--- src/rtl/core/mmv_pkg.sv ---
// Shared types and constants for the masked mean/variance block.
// Used by every module under rtl/core; depends on nothing else.
package mmv_pkg;

   localparam int unsigned SAMPLE_WIDTH = 16;
   localparam int unsigned COUNT_WIDTH  = 13;
   localparam int unsigned SUM_WIDTH    = 28;
   localparam int unsigned SQSUM_WIDTH  = 44;
   localparam int unsigned MEAN_WIDTH   = 24;
   localparam int unsigned VAR_WIDTH    = 38;

   localparam int unsigned SQ_SPLIT     = 22;
   localparam int unsigned PART_WIDTH   = COUNT_WIDTH + SQ_SPLIT;
   localparam int unsigned SQPROD_WIDTH = SUM_WIDTH * 2;
   localparam int unsigned DIFF_WIDTH   = COUNT_WIDTH + SQSUM_WIDTH;
   localparam int unsigned NN_WIDTH     = COUNT_WIDTH * 2;
   localparam int unsigned FRAC_BITS    = 8;
   localparam int unsigned NUM_WIDTH    = DIFF_WIDTH + FRAC_BITS;
   localparam int unsigned DIV_STEPS    = NUM_WIDTH;
   localparam int unsigned STEP_WIDTH   = $clog2(DIV_STEPS);

   localparam int unsigned QUEUE_DEPTH  = 2;

   localparam logic [SAMPLE_WIDTH-1:0] SENTINEL_RESET = 16'hFFFF;

   typedef struct packed {
      logic [COUNT_WIDTH-1:0] count;
      logic [SUM_WIDTH-1:0]   total;
      logic [SQSUM_WIDTH-1:0] square_total;
      logic                   overflow;
   } window_stats_type;

   typedef enum logic [2:0] {
      BK_IDLE,
      BK_MUL,
      BK_ADD,
      BK_SUB,
      BK_DIV,
      BK_DONE
   } back_state_type;

endpackage

--- src/rtl/core/mmv_front.sv ---
// Front end: takes requests, skips sentinel samples and accumulates count,
// sum and sum of squares; hands a window snapshot to the queue on tlast.
// Depends on mmv_pkg.
module mmv_front
   import mmv_pkg::*;
#(
   parameter int unsigned MAX_SAMPLES = 4096
) (
   input  logic                    clock,
   input  logic                    reset,
   input  logic                    req_tvalid,
   input  logic                    req_tready,
   input  logic [15:0]             req_tdata,   // sample[15:0]
   input  logic                    req_tlast,   // window_end
   input  logic                    csr_valid,
   output logic                    csr_ready,
   input  logic [SAMPLE_WIDTH-1:0] csr_data,    // sentinel_value[15:0]
   output logic                    push,
   output window_stats_type        push_data
);

   logic [SAMPLE_WIDTH-1:0]   sentinel_ff, sentinel_in;
   window_stats_type          stats_ff, stats_in;
   window_stats_type          stats_upd;
   logic [SAMPLE_WIDTH-1:0]   sample;
   logic [2*SAMPLE_WIDTH-1:0] square;
   logic                      accept;

   assign csr_ready = 1'b1;
   assign sample    = req_tdata[SAMPLE_WIDTH-1:0];
   assign square    = sample * sample;
   assign accept    = req_tvalid && req_tready;

   always_comb begin
      sentinel_in = sentinel_ff;
      if (csr_valid && csr_ready) begin
         sentinel_in = csr_data;
      end
   end

   always_comb begin
      stats_upd = stats_ff;
      if (sample != sentinel_ff) begin
         if (32'(stats_ff.count) >= MAX_SAMPLES) begin
            stats_upd.overflow = 1'b1;
         end else begin
            stats_upd.total        = stats_ff.total + SUM_WIDTH'(sample);
            stats_upd.square_total = stats_ff.square_total + SQSUM_WIDTH'(square);
            stats_upd.count        = stats_ff.count + 1'b1;
         end
      end
   end

   assign push      = accept && req_tlast;
   assign push_data = stats_upd;

   always_comb begin
      stats_in = stats_ff;
      if (push) begin
         stats_in = '0;
      end else if (accept) begin
         stats_in = stats_upd;
      end
   end

   always_ff @(posedge clock) begin
      if (reset) begin
         sentinel_ff <= SENTINEL_RESET;
         stats_ff    <= '0;
      end else begin
         sentinel_ff <= sentinel_in;
         stats_ff    <= stats_in;
      end
   end

endmodule

--- src/rtl/core/mmv_queue.sv ---
// Short queue of window snapshots between front end and back end.
// Depends on mmv_pkg.
module mmv_queue
   import mmv_pkg::*;
(
   input  logic             clock,
   input  logic             reset,
   input  logic             push,
   input  window_stats_type push_data,
   output logic             full,
   input  logic             pop,
   output logic             not_empty,
   output window_stats_type pop_data
);

   localparam int unsigned PTR_WIDTH = (QUEUE_DEPTH > 1) ? $clog2(QUEUE_DEPTH) : 1;
   localparam int unsigned CNT_WIDTH = $clog2(QUEUE_DEPTH + 1);
   localparam logic [PTR_WIDTH-1:0] LAST_PTR = PTR_WIDTH'(QUEUE_DEPTH - 1);

   window_stats_type       entry_ff [QUEUE_DEPTH];
   logic [PTR_WIDTH-1:0]   wr_ptr_ff, wr_ptr_in;
   logic [PTR_WIDTH-1:0]   rd_ptr_ff, rd_ptr_in;
   logic [CNT_WIDTH-1:0]   count_ff, count_in;
   logic                   do_push, do_pop;

   assign full      = (count_ff == CNT_WIDTH'(QUEUE_DEPTH));
   assign not_empty = (count_ff != '0);
   assign pop_data  = entry_ff[rd_ptr_ff];
   assign do_push   = push && !full;
   assign do_pop    = pop && not_empty;

   always_comb begin
      wr_ptr_in = wr_ptr_ff;
      rd_ptr_in = rd_ptr_ff;
      count_in  = count_ff;
      if (do_push) begin
         wr_ptr_in = (wr_ptr_ff == LAST_PTR) ? '0 : wr_ptr_ff + 1'b1;
      end
      if (do_pop) begin
         rd_ptr_in = (rd_ptr_ff == LAST_PTR) ? '0 : rd_ptr_ff + 1'b1;
      end
      if (do_push && !do_pop) begin
         count_in = count_ff + 1'b1;
      end else if (do_pop && !do_push) begin
         count_in = count_ff - 1'b1;
      end
   end

   always_ff @(posedge clock) begin
      if (reset) begin
         wr_ptr_ff <= '0;
         rd_ptr_ff <= '0;
         count_ff  <= '0;
      end else begin
         wr_ptr_ff <= wr_ptr_in;
         rd_ptr_ff <= rd_ptr_in;
         count_ff  <= count_in;
      end
   end

   always_ff @(posedge clock) begin
      if (do_push) begin
         entry_ff[wr_ptr_ff] <= push_data;
      end
   end

endmodule

--- src/rtl/core/mmv_back.sv ---
// Back end: forms n*sumsq - sum^2 and n^2 from a window snapshot, runs
// restoring division for mean and variance, and holds the response.
// Depends on mmv_pkg.
module mmv_back
   import mmv_pkg::*;
(
   input  logic             clock,
   input  logic             reset,
   input  logic             in_valid,
   input  window_stats_type in_data,
   output logic             in_pop,
   output logic             rsp_tvalid,
   input  logic             rsp_tready,
   output logic [79:0]      rsp_tdata,   // valid_count[12:0], mean_q8[36:13],
                                         // variance_q8[74:37], zero[79:75]
   output logic             rsp_tuser    // count_overflow
);

   back_state_type           state_ff, state_in;
   logic                     load_out;
   logic                     div_last;

   window_stats_type         stats_ff, stats_in;
   logic [PART_WIDTH-1:0]    plo_ff, plo_in;
   logic [PART_WIDTH-1:0]    phi_ff, phi_in;
   logic [SQPROD_WIDTH-1:0]  b_ff, b_in;
   logic [NN_WIDTH-1:0]      nn_ff, nn_in;
   logic [DIFF_WIDTH-1:0]    a_ff, a_in;
   logic [NUM_WIDTH-1:0]     var_num_ff, var_num_in;
   logic [NUM_WIDTH-1:0]     mean_num_ff, mean_num_in;
   logic [NN_WIDTH-1:0]      var_rem_ff, var_rem_in;
   logic [COUNT_WIDTH-1:0]   mean_rem_ff, mean_rem_in;
   logic [VAR_WIDTH-1:0]     var_q_ff, var_q_in;
   logic [MEAN_WIDTH-1:0]    mean_q_ff, mean_q_in;
   logic [STEP_WIDTH-1:0]    step_ff, step_in;

   logic                     rsp_valid_ff, rsp_valid_in;
   logic [COUNT_WIDTH-1:0]   out_count_ff, out_count_in;
   logic [MEAN_WIDTH-1:0]    out_mean_ff, out_mean_in;
   logic [VAR_WIDTH-1:0]     out_var_ff, out_var_in;
   logic                     out_ovf_ff, out_ovf_in;

   logic [DIFF_WIDTH-1:0]    b_wide;
   logic [DIFF_WIDTH-1:0]    diff;
   logic [NN_WIDTH:0]        var_trial;
   logic                     var_ge;
   logic [COUNT_WIDTH:0]     mean_trial;
   logic                     mean_ge;

   assign div_last = (step_ff == STEP_WIDTH'(DIV_STEPS - 1));

   always_comb begin
      state_in = state_ff;
      case (state_ff)
         BK_IDLE: if (in_valid) state_in = BK_MUL;
         BK_MUL:  state_in = BK_ADD;
         BK_ADD:  state_in = BK_SUB;
         BK_SUB:  state_in = BK_DIV;
         BK_DIV:  if (div_last) state_in = BK_DONE;
         BK_DONE: if (load_out) state_in = BK_IDLE;
         default: state_in = BK_IDLE;
      endcase
   end

   always_comb begin
      in_pop   = 1'b0;
      load_out = 1'b0;
      case (state_ff)
         BK_IDLE: in_pop = in_valid;
         BK_DONE: load_out = !rsp_valid_ff || rsp_tready;
         default: begin
            in_pop   = 1'b0;
            load_out = 1'b0;
         end
      endcase
   end

   assign b_wide     = DIFF_WIDTH'(b_ff);
   assign diff       = (a_ff >= b_wide) ? (a_ff - b_wide) : '0;
   assign var_trial  = {var_rem_ff, var_num_ff[NUM_WIDTH-1]};
   assign var_ge     = (var_trial >= {1'b0, nn_ff});
   assign mean_trial = {mean_rem_ff, mean_num_ff[NUM_WIDTH-1]};
   assign mean_ge    = (mean_trial >= {1'b0, stats_ff.count});

   always_comb begin
      stats_in    = stats_ff;
      plo_in      = plo_ff;
      phi_in      = phi_ff;
      b_in        = b_ff;
      nn_in       = nn_ff;
      a_in        = a_ff;
      var_num_in  = var_num_ff;
      mean_num_in = mean_num_ff;
      var_rem_in  = var_rem_ff;
      mean_rem_in = mean_rem_ff;
      var_q_in    = var_q_ff;
      mean_q_in   = mean_q_ff;
      step_in     = step_ff;
      if (in_pop) begin
         stats_in = in_data;
      end
      if (state_ff == BK_MUL) begin
         plo_in = stats_ff.count * stats_ff.square_total[SQ_SPLIT-1:0];
         phi_in = stats_ff.count * stats_ff.square_total[SQSUM_WIDTH-1:SQ_SPLIT];
         b_in   = stats_ff.total * stats_ff.total;
         nn_in  = stats_ff.count * stats_ff.count;
      end
      if (state_ff == BK_ADD) begin
         a_in = DIFF_WIDTH'(plo_ff) + (DIFF_WIDTH'(phi_ff) << SQ_SPLIT);
      end
      if (state_ff == BK_SUB) begin
         var_num_in  = {diff, {FRAC_BITS{1'b0}}};
         mean_num_in = NUM_WIDTH'({stats_ff.total, {FRAC_BITS{1'b0}}});
         var_rem_in  = '0;
         mean_rem_in = '0;
         var_q_in    = '0;
         mean_q_in   = '0;
         step_in     = '0;
      end
      if (state_ff == BK_DIV) begin
         var_num_in  = var_num_ff << 1;
         mean_num_in = mean_num_ff << 1;
         var_rem_in  = var_ge ? NN_WIDTH'(var_trial - {1'b0, nn_ff})
                              : var_trial[NN_WIDTH-1:0];
         mean_rem_in = mean_ge ? COUNT_WIDTH'(mean_trial - {1'b0, stats_ff.count})
                               : mean_trial[COUNT_WIDTH-1:0];
         var_q_in    = {var_q_ff[VAR_WIDTH-2:0], var_ge};
         mean_q_in   = {mean_q_ff[MEAN_WIDTH-2:0], mean_ge};
         step_in     = step_ff + 1'b1;
      end
   end

   always_comb begin
      rsp_valid_in = rsp_valid_ff;
      out_count_in = out_count_ff;
      out_mean_in  = out_mean_ff;
      out_var_in   = out_var_ff;
      out_ovf_in   = out_ovf_ff;
      if (load_out) begin
         rsp_valid_in = 1'b1;
         out_count_in = stats_ff.count;
         out_ovf_in   = stats_ff.overflow;
         out_mean_in  = (stats_ff.count == '0) ? '0 : mean_q_ff;
         out_var_in   = (stats_ff.count == '0) ? '0 : var_q_ff;
      end else if (rsp_tready) begin
         rsp_valid_in = 1'b0;
      end
   end

   always_ff @(posedge clock) begin
      if (reset) begin
         state_ff     <= BK_IDLE;
         rsp_valid_ff <= 1'b0;
      end else begin
         state_ff     <= state_in;
         rsp_valid_ff <= rsp_valid_in;
      end
   end

   always_ff @(posedge clock) begin
      stats_ff     <= stats_in;
      plo_ff       <= plo_in;
      phi_ff       <= phi_in;
      b_ff         <= b_in;
      nn_ff        <= nn_in;
      a_ff         <= a_in;
      var_num_ff   <= var_num_in;
      mean_num_ff  <= mean_num_in;
      var_rem_ff   <= var_rem_in;
      mean_rem_ff  <= mean_rem_in;
      var_q_ff     <= var_q_in;
      mean_q_ff    <= mean_q_in;
      step_ff      <= step_in;
      out_count_ff <= out_count_in;
      out_mean_ff  <= out_mean_in;
      out_var_ff   <= out_var_in;
      out_ovf_ff   <= out_ovf_in;
   end

   assign rsp_tvalid = rsp_valid_ff;
   assign rsp_tdata  = {5'b0, out_var_ff, out_mean_ff, out_count_ff};
   assign rsp_tuser  = out_ovf_ff;

   a_var_rem_bound: assert property (@(posedge clock) disable iff (reset)
      (state_ff == BK_DIV && nn_ff != '0) |-> (var_rem_ff < nn_ff))
      else $error("variance remainder not below n*n");

   a_mean_rem_bound: assert property (@(posedge clock) disable iff (reset)
      (state_ff == BK_DIV && stats_ff.count != '0) |-> (mean_rem_ff < stats_ff.count))
      else $error("mean remainder not below n");

   a_done_hold: assert property (@(posedge clock) disable iff (reset)
      (state_ff == BK_DONE && rsp_valid_ff && !rsp_tready) |=> (state_ff == BK_DONE))
      else $error("response overwritten before it was taken");

endmodule

--- src/rtl/core/masked_mean_variance.sv ---
// Windowed mean and population variance of 16-bit samples that skips a
// configurable sentinel value. Samples enter at one per cycle; on each
// window's last sample a snapshot of count, sum and sum of squares goes
// into a two-entry queue. The back end then takes each window through
// capture, multiply, add and subtract states, 65 restoring division steps
// for the mean and variance quotients and a load of the response register,
// so a stream of short windows can fill the queue, and req_tready falls
// until the back end catches up. Results are exact Q8 floor values.
module masked_mean_variance
   import mmv_pkg::*;
#(
   parameter int unsigned MAX_SAMPLES = 4096
) (
   input  logic        clock,
   input  logic        reset,
   input  logic        req_tvalid,
   output logic        req_tready,
   input  logic [15:0] req_tdata,   // sample[15:0]
   input  logic        req_tlast,   // window_end
   output logic        rsp_tvalid,
   input  logic        rsp_tready,
   output logic [79:0] rsp_tdata,   // valid_count[12:0], mean_q8[36:13],
                                    // variance_q8[74:37], zero[79:75]
   output logic        rsp_tuser,   // count_overflow
   input  logic        csr_valid,
   output logic        csr_ready,
   input  logic [15:0] csr_data     // sentinel_value[15:0]
);

   logic             push;
   window_stats_type push_data;
   logic             queue_full;
   logic             queue_pop;
   logic             queue_valid;
   window_stats_type queue_data;

   assign req_tready = !queue_full;

   mmv_front #(
      .MAX_SAMPLES(MAX_SAMPLES)
   ) u_front (
      .clock      (clock),
      .reset      (reset),
      .req_tvalid (req_tvalid),
      .req_tready (req_tready),
      .req_tdata  (req_tdata),
      .req_tlast  (req_tlast),
      .csr_valid  (csr_valid),
      .csr_ready  (csr_ready),
      .csr_data   (csr_data),
      .push       (push),
      .push_data  (push_data)
   );

   mmv_queue u_queue (
      .clock     (clock),
      .reset     (reset),
      .push      (push),
      .push_data (push_data),
      .full      (queue_full),
      .pop       (queue_pop),
      .not_empty (queue_valid),
      .pop_data  (queue_data)
   );

   mmv_back u_back (
      .clock      (clock),
      .reset      (reset),
      .in_valid   (queue_valid),
      .in_data    (queue_data),
      .in_pop     (queue_pop),
      .rsp_tvalid (rsp_tvalid),
      .rsp_tready (rsp_tready),
      .rsp_tdata  (rsp_tdata),
      .rsp_tuser  (rsp_tuser)
   );

endmodule

--- config.mk ---
export PLATFORM = sky130hd
export DESIGN_NAME = masked_mean_variance
export DESIGN_NICKNAME = d
export VERILOG_FILES = /design/src/rtl/core/mmv_pkg.sv /design/src/rtl/core/mmv_front.sv /design/src/rtl/core/mmv_queue.sv /design/src/rtl/core/mmv_back.sv /design/src/rtl/core/masked_mean_variance.sv
export SDC_FILE = /design/constraint.sdc
export NUM_CORES = 2
export LEC_CHECK = 0
export BUFFER_PORTS_ARGS = -buffer_cell sky130_fd_sc_hd__buf_2
export CORE_MARGIN = 3
export CORE_UTILIZATION = 60
export DETAILED_ROUTE_END_ITERATION = 16
export PLACE_DENSITY_LB_ADDON = 0.08
export SLEW_MARGIN = 20
export SYNTH_ARGS = -nofsm -noshare
export SYNTH_HDL_FRONTEND = slang
export SYNTH_SLANG_ARGS = --single-unit
--- constraint.sdc ---
create_clock -name clock -period 20 [get_ports clock]
set_input_delay 2 -clock clock [delete_from_list [all_inputs] [get_ports clock]]
set_output_delay 2 -clock clock [all_outputs]
set_load 0.01 [all_outputs]
* Word-level counts from Yosys, hierarchy flattened
Memory sizes are Yosys's and may differ from the RTL's. A register that Yosys moved wholly into a read port is not among the register bits. Cells that the tools add are included.
Word-level totals: bits in writable memories 172, bits in registers 617, output and inout bits 84, memories 1, logic and storage cells 114
Operators by class: multiplexer cells 34, reduce and logical (&&, ||, !) cells 19, add/subtract/negate cells 12, equality and inequality tests 11, $mul 5, $lt $le $gt $ge 4
Memory list:
- u_queue.entry_ff | words 2, width 86, rd ports 1, clocked after memory_dff 1, write ports 1, RTL line mmv_queue.sv:20 | window_stats_type entry_ff [QUEUE_DEPTH];
Operators with widths (count):
- 65-bit 2-to-1 mux | 4
- 86-bit 2-to-1 mux | 1
- 85-bit 2-to-1 mux | 1
- 26-bit 2-to-1 mux | 3
- 38-bit 2-to-1 mux | 2
- 13-bit by 22-bit multiplier with 35-bit output | 2
- 35-bit by 57-bit adder with 57-bit output | 1
- 57-bit by 56-bit greater-or-equal comparator with 1-bit output | 1
- 57-bit 2-to-1 mux | 1
- 57-bit by 56-bit subtractor with 57-bit output | 1
- 28-bit by 28-bit multiplier with 56-bit output | 1
- 24-bit 2-to-1 mux | 2
- 44-bit by 32-bit adder with 44-bit output | 1
- 13-bit 2-to-1 mux | 3
- 16-bit by 16-bit multiplier with 32-bit output | 1
- 28-bit by 16-bit adder with 28-bit output | 1
- 27-bit by 26-bit greater-or-equal comparator with 1-bit output | 1
- 13-bit by 13-bit multiplier with 26-bit output | 1
- 26-bit subtractor | 1
- 3-bit case mux with 6 select lines | 1
- 16-bit != test | 1
- 14-bit by 13-bit greater-or-equal comparator with 1-bit output | 1
- 7-bit 2-to-1 mux | 2
- 13-bit by 1-bit adder with 13-bit output, second input constant | 1
- other kinds (23) | 50

* Depth between registers and ports, before layout
word-level depth 9, depth in mapped cells 30, mapped depth without buffers 28

* Cells and area by module
A second synthesis with hierarchy kept.
Second synthesis, totals: cells, all modules 9142, area, all modules 92476.2 um^2
By module, submodules not included:
- mmv_back | seq. area each 17827.1 um^2, area each 71187.0 um^2, times used 1, cells an instance 7032
- mmv_front | seq. area each 2042.0 um^2, area each 14655.3 um^2, times used 1, cells an instance 1816
- mmv_queue | seq. area each 5265.0 um^2, area each 6630.1 um^2, times used 1, cells an instance 293
- masked_mean_variance | seq. area each 0.0 um^2, area each 3.8 um^2, times used 1, cells an instance 1

* Least setup slack after synthesis
OpenSTA, ideal clock, no wires.
path kind register to register, start point reg u_back.state_ff[0], end point reg u_back.b_ff[0] (enable), cell stages (with the launch flop) 3, path buffers 1, slack 7664 ps, data required time 19127 ps, library setup time 873 ps, data arrival time 11462 ps, cell sequence dfxtp_1 > clkbuf_1 > nor3b_1
Between the ends: cells in the longest elaborated chain, start to end 1
RTL lines:
- start: declaration | RTL line mmv_back.sv:19 | back_state_type state_ff, state_in;
- start signal: assignment | RTL line mmv_back.sv:155 | state_ff <= state_in;
- 3-bit by 1-bit equality test with 1-bit output | RTL line mmv_back.sv:102 | if (state_ff == BK_MUL) begin
- end signal: assignment | RTL line mmv_back.sv:164 | b_ff <= b_in;
- end: declaration | RTL line mmv_back.sv:26 | logic [SQPROD_WIDTH-1:0] b_ff, b_in;
No other way between the ends. A chain may end at the register's enable or synchronous reset.

==> results.toml <==
[drt]
viasPerCell = 5.49
vias = 60400
wire_per_inst_um = 18.9
postRouteWirelength_um = 208000
initialDrtViolationCount = 3662
detail-route-antenna-nets = 0
first_pass_detailed_route_iteration_total = 6
post-route-drc-count = 0

[worst_setup_path]
setup.worst_path.start_class = "input pin"
timing.critical_path.max_delay_family = "adder cells"
timing.reg2reg.worst_path_depth = 27
critical_path.slowest_cell = "sky130_fd_sc_hd__fa_1"
critical_path.most_common_cell = "sky130_fd_sc_hd__inv_1"
timing.setup.critical_path_class = "in -> reg"
worstSetupEndpointType = "flop"
cp.buffers_inverters = 8
timing.reg2reg.setup_slack_ns = 11.33
critical_path.reg2reg.startpoint = "u_back.stats_ff[56]"
cp.required_ns = 20.45
critical_path.reg2reg.endpoint = "u_back.b_ff[54]"
worst-endpoint-arrival_ns = 9.58
timing.critical_path.slowest_cell_delay_ns = 0.54
path_max_fanout = 18

[timing]
maxSlewViolCount = 0
timing.clock.skew_ns = 0.0693
max_freq_mhz = 110
time_the_worst_path_needs_with_i_o_delays_and_setup_ns = 9.12
tns_ns = 0
max_slew.worst_pin.slew_ns = 1.06
finalHoldViolCount = 0
relative_max_transition_margin_pct = 27.8
grt_setup_unrepaired = "false"
timing.final.setup_violations = 0
setup_ws_ns = 10.88
final.period_utilization_pct = 45.6

[logic_synthesis]
synthCells = 8976
synth_compound_area_share_pct = 6.89
yosysSeqAreaShare_pct = 27.6
main_combinational_cell_family_by_area_after_synthesis = "adder cells"
yosys.area_share.simple_pct = 12.5
ys_ff_latch = 873
synth.top_cell.area_share_pct = 29.4
top_reg_cell_synth = "sky130_fd_sc_hd__edfxtp_1"
synthMuxAreaShare_pct = 1.38
yosysWarningCount = 0
synthesized_cell_area_um2 = 91000
avgSynthCellArea_um2 = 10.1
synth-edff-count = 763
post_synth_main_area_contributors = "sky130_fd_sc_hd__fa_1 (29%), sky130_fd_sc_hd__edfxtp_1 (25%), sky130_fd_sc_hd__ha_1 (9.3%), sky130_fd_sc_hd__inv_1 (7.7%), sky130_fd_sc_hd__nand2_1 (4.4%)"
number_of_library_cell_types_mapped_by_synthesis = 90
post_synth_fa_ha_maj_area_fraction_pct = 38.7
async_reset_ff_share_pct = 0
largest_area_contributor_in_the_synthesized_netlist = "sky130_fd_sc_hd__fa_1"
synth_xor_xnor_area_share_pct = 3.61

[job]
maximum_capacitance_violations = 0

[cts]
max-clock-path-buffers = 3
ctsResizeCount = 0
cts_tree = "yes"
tritoncts_buffers = 96
tritoncts_num_sinks = 873
cts_setup_buffers = 0
cts-hold-fix-buffers = 0
worst_skew_pair_later_pin_latency_ns = 0.74
htreeDepth = 3
cts-root-buf = "sky130_fd_sc_hd__clkbuf_16"
cts.reportedPaths.clkPinSlew_ns = 0.07

[global_routing]
number_of_antenna_violations_at_the_first_check_in_global_routing = 10
wire_length_of_the_first_global_routing_pass_um = 340000
grt_pass1_vias = 63600
grt_overflow_total = 0
largest_net_degree_at_the_start_of_global_routing = 151
grt_usage_pct = 27.3

[run_status]
run_status = "complete, no violations"

[placed_design]
finalWeightedCongestion = 0.882
dpl.hpwl_um = 156000
dp_worst_setup_slack_ns = 10.15
dpl.cell_count = 10800
port_buffers = 115

[final_layout]
finalNetCount = 11000
areaGrowthSynthToFinish_pct = 6.20
mostFrequentLayoutCell = "sky130_fd_sc_hd__inv_1"
fillers = 12400
share_of_final_layout_standard_cells_stronger_than_drive_strength_1_pct = 5.43
fin_util_pct = 64.3
post_layout_nonfiller_instances = 11000
most-common-layout-cells = "sky130_fd_sc_hd__inv_1 (1871), sky130_fd_sc_hd__fa_1 (1338), sky130_fd_sc_hd__nand2_1 (1060)"

[min_path]
min_path_cells = 0
timing.hold.worst.class = "reg -> reg"
min_to = "u_back.a_ff[0]"
holdCritStartpoint = "u_back.plo_ff[0]"

[floorplan]
row_count = 142
pin_count = 122
initial_core_util_pct = 60.6
die_area_um2 = 156000
die_y_um = 395
die_w_um = 395
floorplan.core_area_um2 = 150000
[kinds of logic (layout without fill, tap and decap cells)]
logic type / count (synthesis) / in the layout
AOI/OAI and AO/OA: 962 / 962
xor gates and xnor gates: 375 / 375
other: 2 / 9
buffers and inverters: 2240 / 2245
adders and majority gates: 2016 / 2016
and+or+nand+nor: 2394 / 2394
muxes: 114 / 114
DFF: 873 / 873
[stage by stage]
step,instance area [µm²],hold slack [ns]
after floorplan,91000,0.400
after global placement,93300,0.403
after global routing,96700,0.416
after detailed placement,93300,0.405
final,96700,0.410
after CTS,96600,0.409
[sequential cells by signal, indices dropped and copies added, names as in the netlist, 3 cells and up]
name and count:
u_back.a_ff 57, u_back.b_ff 55, u_back.mean_num_ff 57, u_back.mean_q_ff 24, u_back.mean_rem_ff 13, u_back.nn_ff 25
u_back.out_count_ff 13, u_back.out_mean_ff 24, u_back.out_var_ff 38, u_back.phi_ff 35, u_back.plo_ff 35, u_back.state_ff 3
u_back.stats_ff 86, u_back.step_ff 7, u_back.var_num_ff 57, u_back.var_q_ff 38, u_back.var_rem_ff 26, u_front.sentinel_ff 16
u_front.stats_ff 86, u_queue.entry_ff 172
[Yosys cell counts, types with 23 or more instances]
cell type / n
sky130_fd_sc_hd__inv_1: 1872
sky130_fd_sc_hd__fa_1: 1338
sky130_fd_sc_hd__nand2_1: 1062
sky130_fd_sc_hd__edfxtp_1: 763
sky130_fd_sc_hd__ha_1: 678
sky130_fd_sc_hd__and2_1: 596
sky130_fd_sc_hd__nor2_1: 348
sky130_fd_sc_hd__clkbuf_1: 329
sky130_fd_sc_hd__a21oi_1: 289
sky130_fd_sc_hd__xnor2_1: 209
sky130_fd_sc_hd__o21ai_0: 176
sky130_fd_sc_hd__xor2_1: 166
sky130_fd_sc_hd__a21o_1: 142
sky130_fd_sc_hd__dfxtp_1: 110
sky130_fd_sc_hd__mux2_2: 91
sky130_fd_sc_hd__nand3_1: 72
sky130_fd_sc_hd__nor2b_1: 63
sky130_fd_sc_hd__o31ai_1: 57
sky130_fd_sc_hd__nor3_1: 55
sky130_fd_sc_hd__nand4_1: 54
sky130_fd_sc_hd__nand2b_1: 37
sky130_fd_sc_hd__o21bai_1: 36
sky130_fd_sc_hd__a211oi_1: 32
sky130_fd_sc_hd__o21a_1: 32
sky130_fd_sc_hd__and3_1: 31
sky130_fd_sc_hd__a211o_1: 26
sky130_fd_sc_hd__a31oi_1: 25
sky130_fd_sc_hd__mux2i_1: 23
[cell type report]
cell class / count / area (µm²) / area share (%)
multi-input combinational: 5867 / 57500 / 59.5
sequential: 873 / 25100 / 26.0
timing repair buffer: 186 / 1140 / 1.18
tap: 2016 / 2520 / 2.61
antenna: 3 / 7.51 / 0.00777
clock buffer: 125 / 2610 / 2.70
inverter: 1880 / 7060 / 7.30
clock inverter: 54 / 673 / 0.696
[per-layer routing]
metal  global-route usage, %  up-vias  routed length, µm  share of wire, %
met1                    38.2    30600              89900                43
met3                    3.25      289              10800               5.2
met5                       0        -                  9            0.0043
met2                    45.8     1530             102000                49
met4                    6.80        2               4810               2.3
li1                        -    28000                  -                 -
[worst max-delay path by stage]
stage | from | to | slack [ns] | cells after the start
after floorplan | u_back.state_ff[0] | u_back.b_ff[0] | 7.66 | 2
after global placement | req_tdata[3] | u_queue.entry_ff[0][39] | 10.22 | 27
after detailed placement | req_tdata[3] | u_queue.entry_ff[1][39] | 10.15 | 27
after CTS | req_tdata[3] | u_queue.entry_ff[1][39] | 10.91 | 27
after global routing | req_tdata[3] | u_queue.entry_ff[0][39] | 10.35 | 27
final | req_tdata[3] | u_queue.entry_ff[1][39] | 10.88 | 27
Power is left out: the tool's default activity adds up to more than one toggle a clock period on the data nets, which glitch-free logic cannot reach.
